File: config.mk
export PLATFORM = sky130hd
export DESIGN_NAME = banked_gpio_masked_write_regs_core_flat
export DESIGN_NICKNAME = d
export VERILOG_FILES = /design/src/rtl/bgpio_pkg.sv /design/src/rtl/bgpio_if.sv /design/src/rtl/banked_gpio_masked_write_regs_core.sv /design/src/flat_wrapper.sv
export SDC_FILE = /design/constraint.sdc
export NUM_CORES = 1
export LEC_CHECK = 0
export BUFFER_PORTS_ARGS = -buffer_cell sky130_fd_sc_hd__buf_2
export CAP_MARGIN = 0
export CORE_MARGIN = 5
export CORE_UTILIZATION = 55
export CTS_BUF_LIST = sky130_fd_sc_hd__clkbuf_8
export CTS_CLUSTER_DIAMETER = 60
export DETAILED_ROUTE_END_ITERATION = 12
export HOLD_SLACK_MARGIN = 0.06
export PLACE_DENSITY = 0.75
export SYNTH_ARGS = -nofsm -noshare
export SYNTH_HDL_FRONTEND = slang
export SYNTH_SLANG_ARGS = --single-unit
File: constraint.sdc
create_clock -name clk -period 6.11 [get_ports clk]
set_clock_uncertainty 0.15 [all_clocks]
set_input_delay 1.5275 -clock clk [delete_from_list [all_inputs] [get_ports clk]]
set_output_delay 1.5275 -clock clk [all_outputs]
set_load 0.02 [all_outputs]
File: src/rtl/bgpio_pkg.sv
// Package with the constants, types and helper functions of the banked GPIO register block.
package bgpio_pkg;

  localparam int NUM_BANKS  = 6;
  localparam int BANK_WIDTH = 32;
  localparam int BANK_IDX_W = $clog2(NUM_BANKS);
  localparam int HALF_BITS  = 16;

  // Bank widths that are narrower than a full bank.
  localparam int WIDTH_NARROW = 26;
  localparam int WIDTH_SHORT  = 22;

  // Access kinds.
  localparam logic CMD_READ  = 1'b0;
  localparam logic CMD_WRITE = 1'b1;

  // Register selects.
  localparam logic [2:0] REG_MASK_LO = 3'd0;
  localparam logic [2:0] REG_MASK_HI = 3'd1;
  localparam logic [2:0] REG_DATA    = 3'd2;
  localparam logic [2:0] REG_PAD     = 3'd3;
  localparam logic [2:0] REG_DIR     = 3'd4;
  localparam logic [2:0] REG_OE      = 3'd5;

  typedef logic [BANK_WIDTH-1:0] bank_word_t;

  typedef struct packed {
    logic        cmd;
    logic [2:0]  bank;
    logic [2:0]  reg_sel;
    logic [31:0] wdata;
    logic [31:0] pad_in;
  } req_t;

  typedef struct packed {
    logic [31:0] rdata;
    logic [31:0] pad_out;
    logic [31:0] pad_drive;
    logic        error;
  } rsp_t;

  // Number of banks that the variant provides, never more than are built.
  function automatic logic [3:0] bank_count(input logic variant);
    logic [3:0] n;
    n = variant ? 4'd4 : 4'd6;
    if (n > 4'(NUM_BANKS)) begin
      n = 4'(NUM_BANKS);
    end
    return n;
  endfunction

  // Mask of the bits that exist in a bank under the given variant.
  function automatic bank_word_t width_mask(input logic variant, input logic [2:0] bank);
    int w;
    if (variant) begin
      w = (bank == 3'd1) ? WIDTH_SHORT : 32;
    end else begin
      w = (bank < 3'd3) ? WIDTH_NARROW : 32;
    end
    if (w >= BANK_WIDTH) begin
      return '1;
    end
    return BANK_WIDTH'((64'd1 << w) - 64'd1);
  endfunction

  // Masked half-word update: a mask bit of 0 lets the data bit beside it through.
  // The inverted mask is formed at half width so that the other half stays untouched.
  function automatic bank_word_t masked_half(input bank_word_t old_val,
                                             input logic [31:0] word,
                                             input logic high);
    logic [HALF_BITS-1:0] keep;
    bank_word_t sel;
    bank_word_t dat;
    keep = ~word[31:HALF_BITS];
    sel  = BANK_WIDTH'(keep);
    dat  = BANK_WIDTH'(word[HALF_BITS-1:0]);
    if (high) begin
      sel = sel << HALF_BITS;
      dat = dat << HALF_BITS;
    end
    return (old_val & ~sel) | (dat & sel);
  endfunction

endpackage

File: src/rtl/bgpio_if.sv
// Valid/ready channel interfaces for bus access words and result words.
interface bgpio_req_if import bgpio_pkg::*; ();
  logic        valid;
  logic        ready;
  logic        cmd;
  logic [2:0]  bank;
  logic [2:0]  reg_sel;
  logic [31:0] wdata;
  logic [31:0] pad_in;

  modport source (output valid, output cmd, output bank, output reg_sel, output wdata,
                  output pad_in, input ready);
  modport sink (input valid, input cmd, input bank, input reg_sel, input wdata,
                input pad_in, output ready);
endinterface

interface bgpio_rsp_if import bgpio_pkg::*; ();
  logic        valid;
  logic        ready;
  logic [31:0] rdata;
  logic [31:0] pad_out;
  logic [31:0] pad_drive;
  logic        error;

  modport source (output valid, output rdata, output pad_out, output pad_drive,
                  output error, input ready);
  modport sink (input valid, input rdata, input pad_out, input pad_drive,
                input error, output ready);
endinterface

File: src/rtl/banked_gpio_masked_write_regs_core.sv
// Banked GPIO register block: each bus access word reads or writes one register of one bank
// and returns one result word. Every bank holds an output latch, a direction register
// (1 = output) and an output enable; the two masked registers update the low or high half
// of the latch, with the upper 16 bits of the write word acting as a mask where a 0 lets
// the data bit beside it through. The variant register picks six banks of widths
// 26,26,26,32,32,32 or four banks of widths 32,22,32,32; bits beyond a bank's width read
// as zero. A bank beyond the variant's count or an unknown register select sets the error
// flag and changes nothing. The block takes one access word per cycle while the result
// channel is not stalled; each access passes through the input register, where the decode
// and the register file update happen, and then through the result register. Backpressure on
// the result channel holds both stages, and the input side keeps accepting as long as the
// input register can move on. The variant may only be written while no access is in flight.
module banked_gpio_masked_write_regs_core
  import bgpio_pkg::*;
(
  input  logic         clk,
  input  logic         rst,
  input  logic         cfg_we,
  input  logic         cfg_wdata,
  bgpio_req_if.sink    req,
  bgpio_rsp_if.source  rsp
);

  // Configuration.
  logic variant;

  // Register file, one entry per bank.
  bank_word_t out_latch  [NUM_BANKS];
  bank_word_t direction  [NUM_BANKS];
  bank_word_t out_enable [NUM_BANKS];

  // Input register.
  logic s1_valid;
  req_t s1_req;

  // Result register.
  logic rsp_valid;
  rsp_t rsp_word;

  logic advance;
  logic bank_ok;
  logic reg_ok;
  logic do_write;
  logic [BANK_IDX_W-1:0] idx;
  bank_word_t m;
  bank_word_t cur_latch;
  bank_word_t cur_dir;
  bank_word_t cur_oe;
  bank_word_t latch_next;
  bank_word_t direction_next;
  bank_word_t out_enable_next;
  bank_word_t rd;
  rsp_t rsp_next;

  // The input register moves on whenever the result register is empty or being drained.
  assign advance   = !rsp_valid || rsp.ready;
  assign req.ready = !rst && (!s1_valid || advance);

  always_ff @(posedge clk) begin
    if (rst) begin
      variant <= 1'b0;
    end else if (cfg_we) begin
      variant <= cfg_wdata;
    end
  end

  always_ff @(posedge clk) begin
    if (rst) begin
      s1_valid <= 1'b0;
    end else if (req.ready) begin
      s1_valid <= req.valid;
    end
  end

  always_ff @(posedge clk) begin
    if (req.ready && req.valid) begin
      s1_req.cmd     <= req.cmd;
      s1_req.bank    <= req.bank;
      s1_req.reg_sel <= req.reg_sel;
      s1_req.wdata   <= req.wdata;
      s1_req.pad_in  <= req.pad_in;
    end
  end

  // Decode of the access held in the input register. The bank index is only used when the
  // bank check passes, which keeps it below the number of built banks.
  always_comb begin
    bank_ok   = {1'b0, s1_req.bank} < bank_count(variant);
    idx       = s1_req.bank[BANK_IDX_W-1:0];
    m         = width_mask(variant, s1_req.bank);
    reg_ok    = s1_req.reg_sel inside {[REG_MASK_LO:REG_OE]};
    cur_latch = out_latch[idx];
    cur_dir   = direction[idx];
    cur_oe    = out_enable[idx];
    do_write  = s1_valid && bank_ok && reg_ok && (s1_req.cmd == CMD_WRITE);

    latch_next      = cur_latch;
    direction_next  = cur_dir;
    out_enable_next = cur_oe;
    if (s1_req.cmd == CMD_WRITE) begin
      case (s1_req.reg_sel)
        REG_MASK_LO: begin
          latch_next = masked_half(cur_latch, s1_req.wdata, 1'b0) & m;
        end
        REG_MASK_HI: begin
          latch_next = masked_half(cur_latch, s1_req.wdata, 1'b1) & m;
        end
        REG_DATA: begin
          latch_next = s1_req.wdata & m;
        end
        REG_DIR: begin
          direction_next = s1_req.wdata & m;
        end
        REG_OE: begin
          out_enable_next = s1_req.wdata & m;
        end
        default: begin
        end
      endcase
    end

    // Reads; the masked half registers are write-only and read as zero.
    rd = '0;
    if (s1_req.cmd == CMD_READ) begin
      case (s1_req.reg_sel)
        REG_DATA: begin
          rd = cur_latch & m;
        end
        REG_PAD: begin
          rd = s1_req.pad_in & m;
        end
        REG_DIR: begin
          rd = cur_dir & m;
        end
        REG_OE: begin
          rd = cur_oe & m;
        end
        default: begin
          rd = '0;
        end
      endcase
    end

    if (!bank_ok) begin
      rsp_next = '{rdata: '0, pad_out: '0, pad_drive: '0, error: 1'b1};
    end else if (!reg_ok) begin
      // Unknown register: nothing changes, but the bank's pins are still reported.
      rsp_next.rdata     = '0;
      rsp_next.pad_out   = cur_latch & m;
      rsp_next.pad_drive = cur_dir & cur_oe & m;
      rsp_next.error     = 1'b1;
    end else begin
      rsp_next.rdata     = rd;
      rsp_next.pad_out   = latch_next & m;
      rsp_next.pad_drive = direction_next & out_enable_next & m;
      rsp_next.error     = 1'b0;
    end
  end

  // The register file is updated at the same edge that moves the access to the result
  // register, so the next access in the input register already sees the new contents.
  always_ff @(posedge clk) begin
    if (rst) begin
      for (int i = 0; i < NUM_BANKS; i++) begin
        out_latch[i]  <= '0;
        direction[i]  <= '0;
        out_enable[i] <= '0;
      end
    end else if (advance && do_write) begin
      out_latch[idx]  <= latch_next;
      direction[idx]  <= direction_next;
      out_enable[idx] <= out_enable_next;
    end
  end

  always_ff @(posedge clk) begin
    if (rst) begin
      rsp_valid <= 1'b0;
    end else if (advance) begin
      rsp_valid <= s1_valid;
    end
  end

  always_ff @(posedge clk) begin
    if (advance && s1_valid) begin
      rsp_word <= rsp_next;
    end
  end

  assign rsp.valid     = rsp_valid;
  assign rsp.rdata     = rsp_word.rdata;
  assign rsp.pad_out   = rsp_word.pad_out;
  assign rsp.pad_drive = rsp_word.pad_drive;
  assign rsp.error     = rsp_word.error;

endmodule

File: src/flat_wrapper.sv
// flat-port wrapper written by rule: the top's interface ports become plain ports
module banked_gpio_masked_write_regs_core_flat import bgpio_pkg::*;
  (clk, rst, cfg_we, cfg_wdata, req_valid, req_cmd, req_bank, req_reg_sel, req_wdata, req_pad_in, req_ready, rsp_valid, rsp_rdata, rsp_pad_out, rsp_pad_drive, rsp_error, rsp_ready);
  bgpio_req_if req_i ();
  bgpio_rsp_if rsp_i ();
  input  logic clk;
  input  logic rst;
  input  logic cfg_we;
  input  logic cfg_wdata;
  input wire logic [$bits(req_i.valid)-1:0] req_valid;
  input wire logic [$bits(req_i.cmd)-1:0] req_cmd;
  input wire logic [$bits(req_i.bank)-1:0] req_bank;
  input wire logic [$bits(req_i.reg_sel)-1:0] req_reg_sel;
  input wire logic [$bits(req_i.wdata)-1:0] req_wdata;
  input wire logic [$bits(req_i.pad_in)-1:0] req_pad_in;
  output wire logic [$bits(req_i.ready)-1:0] req_ready;
  output wire logic [$bits(rsp_i.valid)-1:0] rsp_valid;
  output wire logic [$bits(rsp_i.rdata)-1:0] rsp_rdata;
  output wire logic [$bits(rsp_i.pad_out)-1:0] rsp_pad_out;
  output wire logic [$bits(rsp_i.pad_drive)-1:0] rsp_pad_drive;
  output wire logic [$bits(rsp_i.error)-1:0] rsp_error;
  input wire logic [$bits(rsp_i.ready)-1:0] rsp_ready;
  assign req_i.valid = req_valid;
  assign req_i.cmd = req_cmd;
  assign req_i.bank = req_bank;
  assign req_i.reg_sel = req_reg_sel;
  assign req_i.wdata = req_wdata;
  assign req_i.pad_in = req_pad_in;
  assign req_ready = req_i.ready;
  assign rsp_valid = rsp_i.valid;
  assign rsp_rdata = rsp_i.rdata;
  assign rsp_pad_out = rsp_i.pad_out;
  assign rsp_pad_drive = rsp_i.pad_drive;
  assign rsp_error = rsp_i.error;
  assign rsp_i.ready = rsp_ready;
  banked_gpio_masked_write_regs_core u_core (.clk(clk), .rst(rst), .cfg_we(cfg_we), .cfg_wdata(cfg_wdata), .req(req_i), .rsp(rsp_i));
endmodule
==> results.rst <==
.. list-table::
   :header-rows: 1

   * - Metric
     - Value
   * - Remaining antenna violation count after routing
     - 0
   * - Worst-case headroom to the max-slew limit
     - 13.3%
   * - Sequential fraction of design power
     - 54.4%
   * - Share of async-settable or async-resettable flops after synthesis
     - 0%
   * - Path type of the worst setup path
     - reg2reg
   * - Most common library cells after synthesis
     - 936 x edfxtp_1, 612 x nor2_1, 261 x mux2i_1, 160 x mux2_2, 133 x clkbuf_1
   * - Unique cell type count in the Yosys netlist
     - 63
   * - Total placed instance area
     - 44000 um^2
   * - Final hold violation count
     - 0
   * - Root buffer cell
     - clkbuf_8
   * - Worst path arrival time
     - 4630 ps
   * - I/O pin count
     - 176
   * - Cells resized by post-CTS repair
     - 0
   * - Maximum root-to-sink buffer count
     - 3
   * - Peak VDD IR
     - 0.217 mV
   * - Most numerous cell in the Yosys netlist
     - edfxtp_1
   * - Per-instance average area after synthesis
     - 13.8 um^2
   * - Clock tree from TritonCTS
     - yes
   * - Setup Buffers After CTS
     - 0
   * - Setup repair after global routing missed its margin
     - no
   * - Critical path endpoint category
     - register
   * - Synth Warn #
     - 0
   * - Largest driver fanout on the critical path
     - 34
   * - Clock sink count
     - 942
   * - Filler instances
     - 5472
   * - Overall power
     - 13.8 mW
   * - Die height
     - 284 um
   * - Violation count after the first detailed-routing iteration
     - 3674
   * - GRT Residual Overflow
     - 0
   * - Post-synthesis register bit count
     - 942
   * - PnR worst setup slack
     - 1820 ps
   * - Share of layout cells above drive strength 1
     - 19.9%
   * - Number of DRC violations after detailed routing
     - 0
   * - Largest net degree at the start of global routing
     - 95
   * - Power density over cell area
     - 297 nW/um^2
   * - Number of global-route vias before repair
     - 27864
   * - Result of the run
     - finished, final reports clean
   * - Max H-tree Level
     - 4
   * - Post-route minimum period
     - 4290 ps
   * - Global router's overall resource usage
     - 28.6%
   * - Standard-cell rows
     - 100
   * - Mean routed wirelength per cell
     - 26.4 um
   * - Synth area leader
     - edfxtp_1
   * - Least-Margin Pin Slew
     - 1300 ps
   * - Total number of nets in the final design
     - 3456
   * - Top cell type's share of synthesized area
     - 67.9%
   * - Final standard cell count with taps included and fillers excluded
     - 4466
   * - Internal portion of total power
     - 10.2 mW
   * - Clock share of power
     - 34.7%
   * - Fraction of power spent switching nets
     - 26.1%
   * - Worst setup SP type
     - register
   * - Initial Utilization
     - 55.5%
   * - Part of the total power dissipated in combinational logic
     - 10.9%
   * - Number of antenna violations at the first check in global routing
     - 2
   * - Number of hold-repair buffers added at the cts stage
     - 0
   * - Number of enable-type register cells in the synthesized netlist
     - 936
   * - Most frequently used flop master after synthesis
     - edfxtp_1
   * - Placed cell count
     - 4194
   * - Post-placement setup slack
     - 1580 ps
   * - Number of slew-limit violations in the final report
     - 0
   * - Maximum clock frequency
     - 233 MHz
   * - Total CTS buffers
     - 152
   * - Area inside the core boundary
     - 74600 um^2
   * - First-pass detailed-route iteration total
     - 6
   * - DR vias
     - 27958
   * - Routability Congestion
     - 0.896
   * - Reg clk slew, reported paths
     - 60 ps
   * - Number of max-cap violations
     - 0
   * - Worst Path Required
     - 6450 ps
   * - Switching power summed over all nets
     - 3.61 mW
   * - Worst min-delay path class
     - reg2reg
   * - # setup viols final
     - 0
   * - Post-Synthesis Cell Area
     - 41400 um^2
   * - I/O Buffers
     - 175
   * - Vias per cell
     - 6.26
   * - Floorplan die width
     - 284 um
   * - Synthesized netlist cell count
     - 3001
   * - Latest clock arrival within the worst-skew pair
     - 810 ps
   * - DRT Wirelength
     - 118 mm
   * - Part of the Yosys area used for sequential elements
     - 68.1%
   * - Cell leakage power
     - 18.0 nW
   * - Final total negative setup slack
     - 0 ps
   * - Synth top area cells
     - edfxtp_1 68%, mux2i_1 6.3%, nor2_1 5.5%, mux2_2 4.3%, a221oi_1 1.5%
   * - First-pass GRT wire length
     - 174 mm
   * - Overall die area
     - 80900 um^2
   * - Post-route standard cell area excluding fillers
     - 46600 um^2
   * - Share of the clock period used by the worst path
     - 70.3%
   * - Area growth from synthesis to layout
     - 12.5%
   * - Post-DP HPWL
     - 74.1 mm
-- logic make-up (layout without fill, tap and decap cells) --
logic type             count (synthesis)  in the layout  share of synthesized area [%]
AO/OA/AOI/OAI                        499            499                           8.46
buffers and inverters                231            534                           2.60
flip-flops                           942            942                           68.1
multiplexers                         441            441                           11.7
other                                  1            194                        0.00905
AND/OR/NAND/NOR                      887            887                           9.05
-- layout make-up --
class / instances / area (um^2) / area share, %
antenna: 2 / 5.00 / 0.0107
clock buffer: 157 / 2160 / 4.64
clock inverter: 113 / 480 / 1.03
inverter: 19 / 72.6 / 0.156
multi-input combinational: 2019 / 13000 / 27.8
sequential: 942 / 28200 / 60.6
tap: 969 / 1210 / 2.60
timing repair buffer: 245 / 1480 / 3.17
-- state kept, by name, summed over array words and instances (netlist names), 3 cells and up, named ones only --
signal and flops:
u_core.rsp.rdata 32, u_core.idx 3, u_core.rsp.pad_drive 32, u_core.out_latch 256, u_core.direction 256, u_core.out_enable 256, u_core.s1_req 68, u_core.rsp.pad_out 32
-- worst paths after layout --
check                                  startpoint                       to  slack, ps  cells past startpoint
worst max register to register  u_core.s1_req[64]  u_core.out_latch[5][16]       1820                      6
worst min-delay path              u_core.s1_valid         u_core.rsp.valid        390                      2
worst min register to register    u_core.s1_valid         u_core.rsp.valid        390                      2
worst max-delay path            u_core.s1_req[64]  u_core.out_latch[5][16]       1820                      6
-- power groups by stage --
stage	Clock, mW	Sequential (mW)	Combinational [mW]
after floorplan	0	7.64	0.924
after global placement	0	7.64	1.42
after detailed placement	0	7.65	1.45
after CTS	4.85	7.52	1.46
after global routing	5.17	7.54	1.57
final	4.80	7.53	1.50
-- cells in the final DEF, fill, tap and decap left out, types with 20 or more instances in the layout --
cell type | synthesis | routed
a21oi_1 | 70 | 70
mux4_2 | 20 | 20
buf_4 | 18 | 64
nand2b_1 | 40 | 34
conb_1 | 1 | 192
clkbuf_8 | 0 | 157
edfxtp_1 | 936 | 936
a22oi_1 | 75 | 75
o22ai_1 | 96 | 96
mux2i_1 | 261 | 261
o21ai_0 | 86 | 86
buf_2 | 40 | 175
clkinv_1 | 0 | 32
inv_1 | 19 | 78
a221oi_1 | 69 | 69
nor3_1 | 29 | 29
nor2b_1 | 25 | 21
nor2_1 | 612 | 609
nand2_1 | 102 | 100
mux2_2 | 160 | 160
nor2_2 | 42 | 44
-- critical path, cell delays in order (launching register included) --
cell and delay (ps):
edfxtp_1 950, buf_4 470, nor2b_1 870, o21ai_0 550
nor2_1 200, a2bb2oi_1 620, nor2_1 150
-- through the flow --
step                util [%]  hold WS [ps]
floorplan                  -           346
global placement        59.0           386
detailed placement      59.0           377
CTS                     62.5           395
global route            62.5           420
finish                  62.5           395
-- routing by layer --
layer / GRT usage, % / up-vias / routed length, um
li1: - / 11918 / -
met4: 13.8 / 4 / 5890
met3: 8.21 / 340 / 15400
met2: 44.9 / 1996 / 54700
met1: 37.0 / 13700 / 42000
met5: 0.833 / - / 107
Note: power is estimated with default switching activity, not from simulation.
